==> config.mk <==
export PLATFORM = sky130hd
export DESIGN_NAME = draw_without_replacement_pool
export DESIGN_NICKNAME = d
export VERILOG_FILES = /design/src/rtl/dwp_pkg.sv /design/src/rtl/dwp_ctrl.sv /design/src/rtl/dwp_datapath.sv /design/src/rtl/draw_without_replacement_pool.sv
export SDC_FILE = /design/constraint.sdc
export NUM_CORES = 1
export LEC_CHECK = 0
export BUFFER_PORTS_ARGS = -buffer_cell sky130_fd_sc_hd__buf_2
export CORE_AREA = 2 2 214 216
export DETAILED_ROUTE_END_ITERATION = 7
export DIE_AREA = 0 0 216 218
export MAX_ROUTING_LAYER = met4
export PLACE_DENSITY = 0.8
export SETUP_SLACK_MARGIN = 0.3
export SYNTH_ARGS = -nofsm -noshare
export SYNTH_HDL_FRONTEND = slang
export SYNTH_SLANG_ARGS = --single-unit
==> constraint.sdc <==
create_clock -name clk -period 3.2 [get_ports clk]
set_clock_uncertainty 0.15 [all_clocks]
set_input_delay 0.32 -clock clk [delete_from_list [all_inputs] [get_ports clk]]
set_output_delay 0.32 -clock clk [all_outputs]
set_load 0.03 [all_outputs]
==> src/rtl/dwp_pkg.sv <==
// Shared constants and controller/datapath interface types for the draw pool.
package dwp_pkg;

    localparam int POOL_DEPTH   = 64;
    localparam int RANDOM_WIDTH = 32;

    localparam int IDX_W  = $clog2(POOL_DEPTH);
    localparam int CNT_W  = $clog2(POOL_DEPTH + 1);
    localparam int BIT_W  = $clog2(RANDOM_WIDTH);
    localparam int SIZE_W = 7;
    localparam int RWORD_W = 32;
    localparam int INDEX_OUT_W = 6;

    localparam int S_TDATA_W = ((SIZE_W + RWORD_W + 7) / 8) * 8;
    localparam int M_TDATA_W = ((INDEX_OUT_W + 7) / 8) * 8;

    localparam logic CMD_LOAD = 1'b0;
    localparam logic CMD_DRAW = 1'b1;

    localparam logic STATUS_DRAWN = 1'b0;
    localparam logic STATUS_EMPTY = 1'b1;

    typedef struct packed {
        logic capture;
        logic div_start;
        logic div_step;
        logic read;
        logic finish;
    } dwp_cmd_t;

    typedef struct packed {
        logic count_zero;
        logic div_done;
        logic out_free;
    } dwp_sts_t;

endpackage

==> src/rtl/dwp_ctrl.sv <==
// Sequencing state machine for the draw pool: accept, check, divide, read, retire.
module dwp_ctrl
(
    input  logic              clk,
    input  logic              rst_n,
    input  logic              in_valid,
    output logic              in_ready,
    input  dwp_pkg::dwp_sts_t sts,
    output dwp_pkg::dwp_cmd_t cmd
);

    typedef enum logic [2:0] {
        ST_IDLE,
        ST_CHECK,
        ST_DIV,
        ST_READ,
        ST_FINISH
    } state_t;

    state_t state_reg;
    state_t state_next;

    always_comb
    begin
        state_next    = state_reg;
        cmd           = '0;
        in_ready      = 1'b0;
        case (state_reg)
            ST_IDLE:
            begin
                in_ready = 1'b1;
                if (in_valid)
                begin
                    cmd.capture = 1'b1;
                    state_next  = ST_CHECK;
                end
            end
            ST_CHECK:
            begin
                if (sts.count_zero)
                begin
                    state_next = ST_FINISH;
                end
                else
                begin
                    cmd.div_start = 1'b1;
                    state_next    = ST_DIV;
                end
            end
            ST_DIV:
            begin
                cmd.div_step = 1'b1;
                if (sts.div_done)
                begin
                    state_next = ST_READ;
                end
            end
            ST_READ:
            begin
                cmd.read   = 1'b1;
                state_next = ST_FINISH;
            end
            ST_FINISH:
            begin
                if (sts.out_free)
                begin
                    cmd.finish = 1'b1;
                    state_next = ST_IDLE;
                end
            end
            default:
            begin
                state_next = ST_IDLE;
            end
        endcase
    end

    always_ff @(posedge clk or negedge rst_n)
    begin
        if (!rst_n)
        begin
            state_reg <= ST_IDLE;
        end
        else
        begin
            state_reg <= state_next;
        end
    end

endmodule

==> src/rtl/dwp_datapath.sv <==
// Pool store, live count, serial remainder unit and output register of the draw pool.
module dwp_datapath
(
    input  logic                                clk,
    input  logic                                rst_n,
    input  dwp_pkg::dwp_cmd_t                   cmd,
    output dwp_pkg::dwp_sts_t                   sts,
    input  logic                                in_command,
    input  logic [dwp_pkg::SIZE_W-1:0]          in_pool_size,
    input  logic [dwp_pkg::RWORD_W-1:0]         in_random_word,
    output logic                                out_valid,
    input  logic                                out_ready,
    output logic [dwp_pkg::INDEX_OUT_W-1:0]     out_drawn_index,
    output logic                                out_status
);

    localparam int IDX_W = dwp_pkg::IDX_W;
    localparam int CNT_W = dwp_pkg::CNT_W;
    localparam int RW    = dwp_pkg::RANDOM_WIDTH;

    logic [CNT_W-1:0]            count_reg;
    logic [RW-1:0]               rnd_reg;
    logic [CNT_W-1:0]            rem_reg;
    logic [dwp_pkg::BIT_W-1:0]   bit_cnt_reg;
    logic [dwp_pkg::POOL_DEPTH-1:0] valid_reg;
    logic [IDX_W-1:0]            mem [dwp_pkg::POOL_DEPTH];
    logic [IDX_W-1:0]            rd_pos_mem_reg;
    logic [IDX_W-1:0]            rd_last_mem_reg;
    logic                        rd_pos_valid_reg;
    logic                        rd_last_valid_reg;
    logic [IDX_W-1:0]            rd_last_idx_reg;
    logic                        out_valid_reg;
    logic [dwp_pkg::INDEX_OUT_W-1:0] out_index_reg;
    logic                        out_status_reg;

    logic [CNT_W:0]              trial;
    logic [CNT_W-1:0]            rem_next;
    logic [IDX_W-1:0]            pos;
    logic [IDX_W-1:0]            last_idx;
    logic [IDX_W-1:0]            rd_pos_val;
    logic [IDX_W-1:0]            rd_last_val;
    logic [CNT_W-1:0]            load_count;
    logic                        count_zero;
    logic                        out_free;

    assign count_zero = (count_reg == '0);
    assign out_free   = !out_valid_reg || out_ready;
    assign pos        = rem_reg[IDX_W-1:0];
    assign last_idx   = IDX_W'(count_reg - CNT_W'(1));
    assign trial      = {rem_reg, rnd_reg[RW-1]};
    assign rem_next   = (trial >= {1'b0, count_reg}) ? CNT_W'(trial - {1'b0, count_reg})
                                                      : CNT_W'(trial);
    assign load_count = (32'(in_pool_size) > 32'(dwp_pkg::POOL_DEPTH))
                        ? CNT_W'(dwp_pkg::POOL_DEPTH) : CNT_W'(in_pool_size);
    assign rd_pos_val  = rd_pos_valid_reg ? rd_pos_mem_reg : pos;
    assign rd_last_val = rd_last_valid_reg ? rd_last_mem_reg : rd_last_idx_reg;

    assign sts.count_zero = count_zero;
    assign sts.div_done   = (bit_cnt_reg == dwp_pkg::BIT_W'(RW - 1));
    assign sts.out_free   = out_free;

    always_ff @(posedge clk or negedge rst_n)
    begin
        if (!rst_n)
        begin
            count_reg     <= '0;
            valid_reg     <= '0;
            out_valid_reg <= 1'b0;
        end
        else
        begin
            if (cmd.capture && (in_command == dwp_pkg::CMD_LOAD))
            begin
                count_reg <= load_count;
                valid_reg <= '0;
            end
            else if (cmd.finish && !count_zero)
            begin
                count_reg      <= count_reg - CNT_W'(1);
                valid_reg[pos] <= 1'b1;
            end
            if (cmd.finish)
            begin
                out_valid_reg <= 1'b1;
            end
            else if (out_ready)
            begin
                out_valid_reg <= 1'b0;
            end
        end
    end

    always_ff @(posedge clk)
    begin
        if (cmd.capture)
        begin
            rnd_reg <= RW'(in_random_word);
        end
        else if (cmd.div_step)
        begin
            rnd_reg <= rnd_reg << 1;
        end
        if (cmd.div_start)
        begin
            rem_reg     <= '0;
            bit_cnt_reg <= '0;
        end
        else if (cmd.div_step)
        begin
            rem_reg     <= rem_next;
            bit_cnt_reg <= bit_cnt_reg + dwp_pkg::BIT_W'(1);
        end
        if (cmd.read)
        begin
            rd_pos_mem_reg    <= mem[pos];
            rd_last_mem_reg   <= mem[last_idx];
            rd_pos_valid_reg  <= valid_reg[pos];
            rd_last_valid_reg <= valid_reg[last_idx];
            rd_last_idx_reg   <= last_idx;
        end
        if (cmd.finish && !count_zero)
        begin
            mem[pos] <= rd_last_val;
        end
        if (cmd.finish)
        begin
            out_index_reg  <= count_zero ? '0 : dwp_pkg::INDEX_OUT_W'(rd_pos_val);
            out_status_reg <= count_zero ? dwp_pkg::STATUS_EMPTY : dwp_pkg::STATUS_DRAWN;
        end
    end

    assign out_valid       = out_valid_reg;
    assign out_drawn_index = out_index_reg;
    assign out_status      = out_status_reg;

`ifndef SYNTHESIS
    a_count_bound: assert property (@(posedge clk) disable iff (!rst_n)
        32'(count_reg) <= dwp_pkg::POOL_DEPTH)
        else $error("live count exceeds pool depth");

    a_rem_below_count: assert property (@(posedge clk) disable iff (!rst_n)
        cmd.div_step |-> (rem_reg < count_reg))
        else $error("partial remainder not below live count");

    a_finish_decrements: assert property (@(posedge clk) disable iff (!rst_n)
        (cmd.finish && !count_zero) |=> (count_reg == $past(count_reg) - CNT_W'(1)))
        else $error("draw did not decrement live count");

    a_finish_when_free: assert property (@(posedge clk) disable iff (!rst_n)
        cmd.finish |-> out_free)
        else $error("result retired while output register busy");
`endif

endmodule

==> src/rtl/draw_without_replacement_pool.sv <==
// Top level of the draw-without-replacement pool: stream ports, controller and datapath.
//
//  Channel   Dir  tdata (low bit up)                       tuser
//  s_axis    in   pool_size[6:0], random_word[38:7], pad   command
//  m_axis    out  drawn_index[5:0], pad                    status
//
// Each item passes from acceptance to a result through a capture state, a count
// check, the steps of the bit-serial remainder unit (one per random-word bit), a pool
// read and a retire state. An empty pool skips the remainder and read.
// A load clears the per-entry valid flags at once; no clearing pass is needed.
// A result waiting in the output register does not block acceptance; only retire stalls.
module draw_without_replacement_pool
(
    input  logic                            clk,
    input  logic                            rst_n,
    input  logic                            s_axis_tvalid,
    output logic                            s_axis_tready,
    input  logic [dwp_pkg::S_TDATA_W-1:0]   s_axis_tdata,  // pool_size, random_word
    input  logic                            s_axis_tuser,  // command
    output logic                            m_axis_tvalid,
    input  logic                            m_axis_tready,
    output logic [dwp_pkg::M_TDATA_W-1:0]   m_axis_tdata,  // drawn_index
    output logic                            m_axis_tuser   // status
);

    dwp_pkg::dwp_cmd_t                      cmd;
    dwp_pkg::dwp_sts_t                      sts;
    logic [dwp_pkg::INDEX_OUT_W-1:0]        drawn_index;

    dwp_ctrl u_ctrl
    (
        .clk      (clk),
        .rst_n    (rst_n),
        .in_valid (s_axis_tvalid),
        .in_ready (s_axis_tready),
        .sts      (sts),
        .cmd      (cmd)
    );

    dwp_datapath u_datapath
    (
        .clk             (clk),
        .rst_n           (rst_n),
        .cmd             (cmd),
        .sts             (sts),
        .in_command      (s_axis_tuser),
        .in_pool_size    (s_axis_tdata[dwp_pkg::SIZE_W-1:0]),
        .in_random_word  (s_axis_tdata[dwp_pkg::SIZE_W +: dwp_pkg::RWORD_W]),
        .out_valid       (m_axis_tvalid),
        .out_ready       (m_axis_tready),
        .out_drawn_index (drawn_index),
        .out_status      (m_axis_tuser)
    );

    assign m_axis_tdata = dwp_pkg::M_TDATA_W'(drawn_index);

endmodule
==> results of run 1 <==
per-layer routing:
layer	vias to the layer above	GRT usage
li1	6813	-
met1	8647	0.420
met2	1344	0.524
met3	300	0.0703
met4	0	0.163
met5	-	-
layout make-up:
| class | instances | area [um^2] |
|---|---|---|
| Clock buffer | 71 | 1450 |
| Clock inverter | 25 | 168 |
| Fill cell | 2990 | 15200 |
| Inverter | 18 | 67.6 |
| Multi-Input combinational cell | 889 | 9240 |
| Sequential cell | 530 | 15400 |
| Tap cell | 600 | 751 |
| Timing Repair Buffer | 300 | 2590 |
cell families after synthesis:
logic type      after synthesis  synth area share
xor+xnor                      8           0.00307
flops                       530             0.610
mux                         317             0.217
compound gates              289            0.0853
buf+inv                     134            0.0300
other cells                   1          0.000148
fa+ha+maj                    12           0.00624
simple gates                261            0.0476
through the flow:
| stage | std cells | hold slack (ns) | power (W) | util |
|---|---|---|---|---|
| finish | 2433 | 0.132 | 0.0285 | 0.662 |
| global placement | 2282 | 0.323 | 0.0214 | 0.610 |
| detailed placement | 2282 | 0.344 | 0.0217 | 0.610 |
| floorplan | 1553 | -0.126 | 0.0172 | - |
| global route | 2433 | 0.127 | 0.0292 | 0.662 |
| CTS | 2428 | 0.0944 | 0.0277 | 0.658 |
worst min-delay path by stage:
stage                                      to  slack, ns  cells after the start                      start
floorplan                 u_ctrl.state_reg[0]      -0.13                      0                      rst_n
global placement        u_datapath.rem_reg[6]       0.32                      2      u_datapath.rem_reg[6]
detailed placement  u_datapath.bit_cnt_reg[1]       0.34                      1  u_datapath.bit_cnt_reg[1]
CTS                   u_datapath.count_reg[6]       0.09                      4               s_axis_tuser
global route          u_datapath.count_reg[6]       0.13                      4               s_axis_tuser
finish                u_datapath.count_reg[6]       0.13                      4               s_axis_tuser
cell usage in the layout, fill, tap and decap left out, types with 26 or more instances in the layout:
master,instances
a21oi_1,28
mux4_2,178
a221oi_1,31
a22oi_1,36
buf_4,176
nor2_1,115
clkbuf_16,54
nand2_1,67
dfrtp_1,74
buf_2,51
buf_12,26
mux2i_1,59
mux2_2,75
dlygate4sd3_1,43
o21a_1,64
edfxtp_1,443
power by group through the flow:
stage / clock, W / combinational, W / sequential, W
floorplan: 0 / 0.00813 / 0.00906
global placement: 0 / 0.0121 / 0.00930
detailed placement: 0 / 0.0123 / 0.00933
CTS: 0.00590 / 0.0127 / 0.00913
global route: 0.00616 / 0.0139 / 0.00920
finish: 0.00587 / 0.0135 / 0.00916
worst max-delay path, stage by stage, from the launching register on:
cell	delay, ns
dfxtp_4	0.51
buf_12	0.27
nor2b_1	0.30
a221oi_2	0.38
nor2_1	0.07
a21oi_1	0.29
o2111ai_1	0.13
or4_1	0.50
repair_timing:
item,4_1_cts,5_1_grt
hold buffers,43,0
gates cloned,0,1
pin swaps,1,2
buffers inserted,7,4
gates resized for setup,9,17
endpoints found under the hold margin,117,0
endpoints found under the setup margin,25,17
==> impl_metrics.tcl, run 1 <==
set metrics [dict create \
    hp-class "primary input to flop" \
    cts_root_buffer "clkbuf_16" \
    clock_latency_ns 0.60 \
    grt_pass1_vias 17170 \
    hpwl_um 49700 \
    rr_endpoint "u_datapath.rd_pos_mem_reg[0]" \
    status "complete, no violations" \
    cts_tree "yes" \
    cp-end-kind "flop" \
    avgSynthCellArea_um2 16.3 \
    power_per_cell_area_nw_per_um2 960 \
    tightest_slew_ns 1.15 \
    leakage_nw 10.4 \
    pwr-share-seq 0.321 \
    setup_violations 0 \
    via_per_inst 7.03 \
    finalSetupTns_ns 0 \
    routabilityCongestion 1.00 \
    cts_buffers 52 \
    design_area_um2 29700 \
    finalMaxSlewViolations 0 \
    die-area_um2 47100 \
    htreeDepth 2 \
    first_pass_iters 6 \
    critical_path.max_fanout 35 \
    reg2regPathDepth 7 \
    clock.fmax_ghz 0.342 \
    ys_seq_area_frac 0.610 \
    maxSlewHeadroom 0.232 \
    path_class "flop to flop" \
    dr_wl_met3_um 8970 \
    r2r_start "u_datapath.rem_reg[2]" \
    synth_largest_area_cell "edfxtp_1" \
    ioPinCount 56 \
    num_antenna_cells 0 \
    rsz0062_at_grt "true" \
    endpoint "u_datapath.rd_pos_mem_reg[0]" \
    synth_cells 1552 \
    drt-met1-wl_um 26200 \
    clk_path_buf_depth 3 \
    power.internal_w 0.0179 \
    post-place-ws_ns 0.131 \
    max-cap-violations 0 \
    antenna_found_initial 0 \
    cp-start-kind "flop" \
    topRoutingLayerUsed "met4" \
    grt_max_degree 76 \
    die_y_um 218 \
    dpl_cell_area_um2 27400 \
    drive_gt1_frac 0.339 \
    ant_nets 0 \
    fin_nets 1848 \
    drc 0 \
    syn_to_final_growth_pct 17.5 \
    synthTopCellsByCount "443 x edfxtp_1, 178 x mux4_2, 115 x nor2_1" \
    largest_reg_flops 384 \
    vias 17104 \
    wl_um 75600 \
    grt_pass1_wl_um 111000 \
    wl_met2_um 36200 \
    p_switching_w 0.0106 \
    syn_area_um2 25300 \
    synth_edf_count 443 \
    post_drt_wl_per_cell_um 31.1 \
    pwr-share-clk 0.206 \
    start_util 0.563 \
    core_area_um2 44900 \
    synth_top_area_frac 0.526 \
    drtIter0Drc 2511 \
    setup_slack_ns 0.275 \
    worst-r2r-setup-slack_ns 0.28 \
    fin_crit_ns 2.92 \
    chipWidth_um 216 \
    postSynth.asyncResetShare 0.142 \
    min_period_over_period 0.914 \
    yosysMostFrequentCell "edfxtp_1" \
    track_usage 0.334 \
    port-buffer-count 52 \
    hold_viol 0 \
    cp_data_arrival_time_ns 3.08 \
    ys_ff_latch 530 \
    synth_area_leaders "edfxtp_1 53%, mux4_2 16%, dfrtp_1 7.4%" \
    switching_share 0.373 \
    startpoint "u_datapath.rem_reg[2]" \
    peakVddDrop_v 0.000707 \
    overflow 0 \
    ys.flop_type "edfxtp_1" \
    cts_num_sinks 530 \
    p_comb_frac 0.473 \
    yosysWarnings 0 \
    yosysUniqueCellTypes 77 \
    critPathRequiredTime_ns 3.36 \
    path_clk_slew_ns 0.06 \
    fp-row-count 78 \
]
(Power assumes the default switching activity.)
==> inputs of run 2 (changes only) <==
- CORE_AREA: 2 2 214 216 -> 2 2 201 203
- CTS_BUF_LIST: unset -> sky130_fd_sc_hd__clkbuf_8
- DIE_AREA: 0 0 216 218 -> 0 0 203 205
- MAX_ROUTING_LAYER: met4 -> unset
- PLACE_DENSITY: 0.8 -> 0.85
- clock period: 3.2 -> 3.3 ns (I/O delays scaled with it)
==> run 2 against run 1 <==
- combinational power is 3% lower
- design area decreased by 0.44%
- flip-flop and latch count unchanged
- wire length rose by 2.6%
- clock-buffer cell count rose by 21
- final cell count is 0.33% lower
- core utilization increased by 9.0 points
- global-route usage is 3.7 points higher
- clock power down 8.0%
- non-clock buffer count is 6 higher
- sequential power is 2.6% lower
- critical path type unchanged
- critical endpoint is now u_datapath.rd_pos_mem_reg[5]
- largest power group unchanged
- highest routed layer unchanged
==> impl_metrics.tcl, run 2 (same netlist as run 1, synthesis figures left out) <==
set metrics [dict create \
    status "complete, no violations" \
    worst-r2r-setup-slack_ns 0.23 \
    port-buffer-count 52 \
    cp-end-kind "flop" \
    tightest_slew_ns 1.23 \
    vias 17630 \
    cts_buffers 84 \
    dpl_cell_area_um2 27200 \
    die_y_um 205 \
    clock.fmax_ghz 0.326 \
    post_drt_wl_per_cell_um 32.0 \
    max-cap-violations 0 \
    drc 0 \
    fin_crit_ns 3.07 \
    largest_reg_flops 384 \
    hpwl_um 49200 \
    first_pass_iters 6 \
    num_antenna_cells 0 \
    design_area_um2 29600 \
    finalMaxSlewViolations 0 \
    hold_viol 0 \
    ant_nets 0 \
    drive_gt1_frac 0.353 \
    wl_um 77600 \
    setup_violations 0 \
    path_clk_slew_ns 0.06 \
    finalSetupTns_ns 0 \
    peakVddDrop_v 0.000612 \
    cts_num_sinks 530 \
    via_per_inst 7.27 \
    final_cell_mix "443 x edfxtp_1, 187 x buf_4, 178 x mux4_2, 113 x nor2_1, 92 x clkbuf_8" \
    critical_path.max_fanout 18 \
    routabilityCongestion 0.976 \
    antenna_found_initial 2 \
    die-area_um2 41600 \
    overflow 0 \
    final_common_cell "edfxtp_1" \
    grt_max_degree 76 \
    grt_pass1_vias 17625 \
    track_usage 0.371 \
    maxSlewHeadroom 0.180 \
    rsz0062_at_grt "true" \
    start_util 0.642 \
    cp_data_arrival_time_ns 3.25 \
    cp-start-kind "flop" \
    grt_pass1_wl_um 111000 \
    chipWidth_um 203 \
    critPathRequiredTime_ns 3.49 \
    fp-row-count 73 \
    min_period_over_period 0.929 \
    core_area_um2 39400 \
    fin_nets 1886 \
    power_per_cell_area_nw_per_um2 927 \
    leakage_nw 10.6 \
    cts_root_buffer "clkbuf_8" \
    path_class "flop to flop" \
    syn_to_final_growth_pct 17.0 \
    hp-class "primary input to flop" \
    clock_latency_ns 0.66 \
    htreeDepth 3 \
    ioPinCount 56 \
    drtIter0Drc 3144 \
    clk_path_buf_depth 3 \
    cts_tree "yes" \
]
[run 2: cell count changes in the layout (fill, tap and decap cells not counted), sizes merged]
cell	delta
clkinvlp	+1
dlygate4sd3	-1
inv	+35
buf	+5
clkbuf	+23
clkinv	+4
[run 2: through the flow]
| step | power (W) | util | hold slack, ns | std cells | setup WS, ns |
|---|---|---|---|---|---|
| after global placement | 0.0204 | 0.690 | 0.320 | 2205 | 0.194 |
| after global routing | 0.0280 | 0.751 | 0.0506 | 2425 | 0.250 |
| after floorplan | 0.0167 | - | -0.116 | 1553 | 0.304 |
| after detailed placement | 0.0208 | 0.690 | 0.342 | 2205 | 0.131 |
| after CTS | 0.0264 | 0.745 | 0.0117 | 2410 | 0.271 |
| final | 0.0274 | 0.751 | 0.0537 | 2425 | 0.234 |
[run 2: area by class of cell]
| class | instances | area, um^2 |
|---|---|---|
| well taps | 525 | 657 |
| inverters | 18 | 67.6 |
| clock inverters | 65 | 335 |
| clock buffers | 92 | 1270 |
| multi-input cells | 889 | 9220 |
| flip-flops and latches | 530 | 15400 |
| repair buffers | 306 | 2590 |
| fillers | 2133 | 9790 |
[run 2: routing by layer]
layer	global-route usage	part of all wire	up-vias	wire length (um)
met5	0	0	-	0
met4	0.231	0.070	0	5470
met3	0.114	0.15	413	12000
met2	0.562	0.45	1729	34800
met1	0.475	0.33	8577	25300
li1	-	-	6911	-
[run 2: what timing repair did]
item | CTS | global route
setup endpoints to repair | 17 | 20
setup buffers | 6 | 12
endpoints found under the hold margin | 117 | 0
resized for setup | 7 | 20
cloned | 0 | 3
hold buffers | 42 | 0
pin swaps | 1 | 1
[run 2: final timing paths]
path,startpoint,to,depth (start not counted)
setup reg to reg,u_datapath.rem_reg[2],u_datapath.rd_pos_mem_reg[5],9
max in group asynchronous,rst_n,u_datapath.count_reg[0],2
hold / removal,s_axis_tuser,u_datapath.count_reg[6],4
hold reg to reg,u_datapath.valid_reg[13],u_datapath.valid_reg[13],1
min in group asynchronous,rst_n,u_datapath.valid_reg[9],2
setup / recovery,u_datapath.rem_reg[2],u_datapath.rd_pos_mem_reg[5],9
[run 2: worst max-delay path, stage by stage (launching register included)]
cell	delay, ns
dfxtp_4	0.35
buf_8	0.17
buf_16	0.18
and2_1	0.32
buf_4	0.26
a22oi_1	0.18
o21ai_0	0.11
o21bai_1	0.26
a221oi_1	0.48
o2111ai_1	0.29
[run 2: power breakdown]
group	internal (W)	total, W	switching (W)
clock network	0.00274	0.00540	0.00266
registers	0.00849	0.00892	0.000436
logic	0.00558	0.0131	0.00750
total	0.0168	0.0274	0.0106
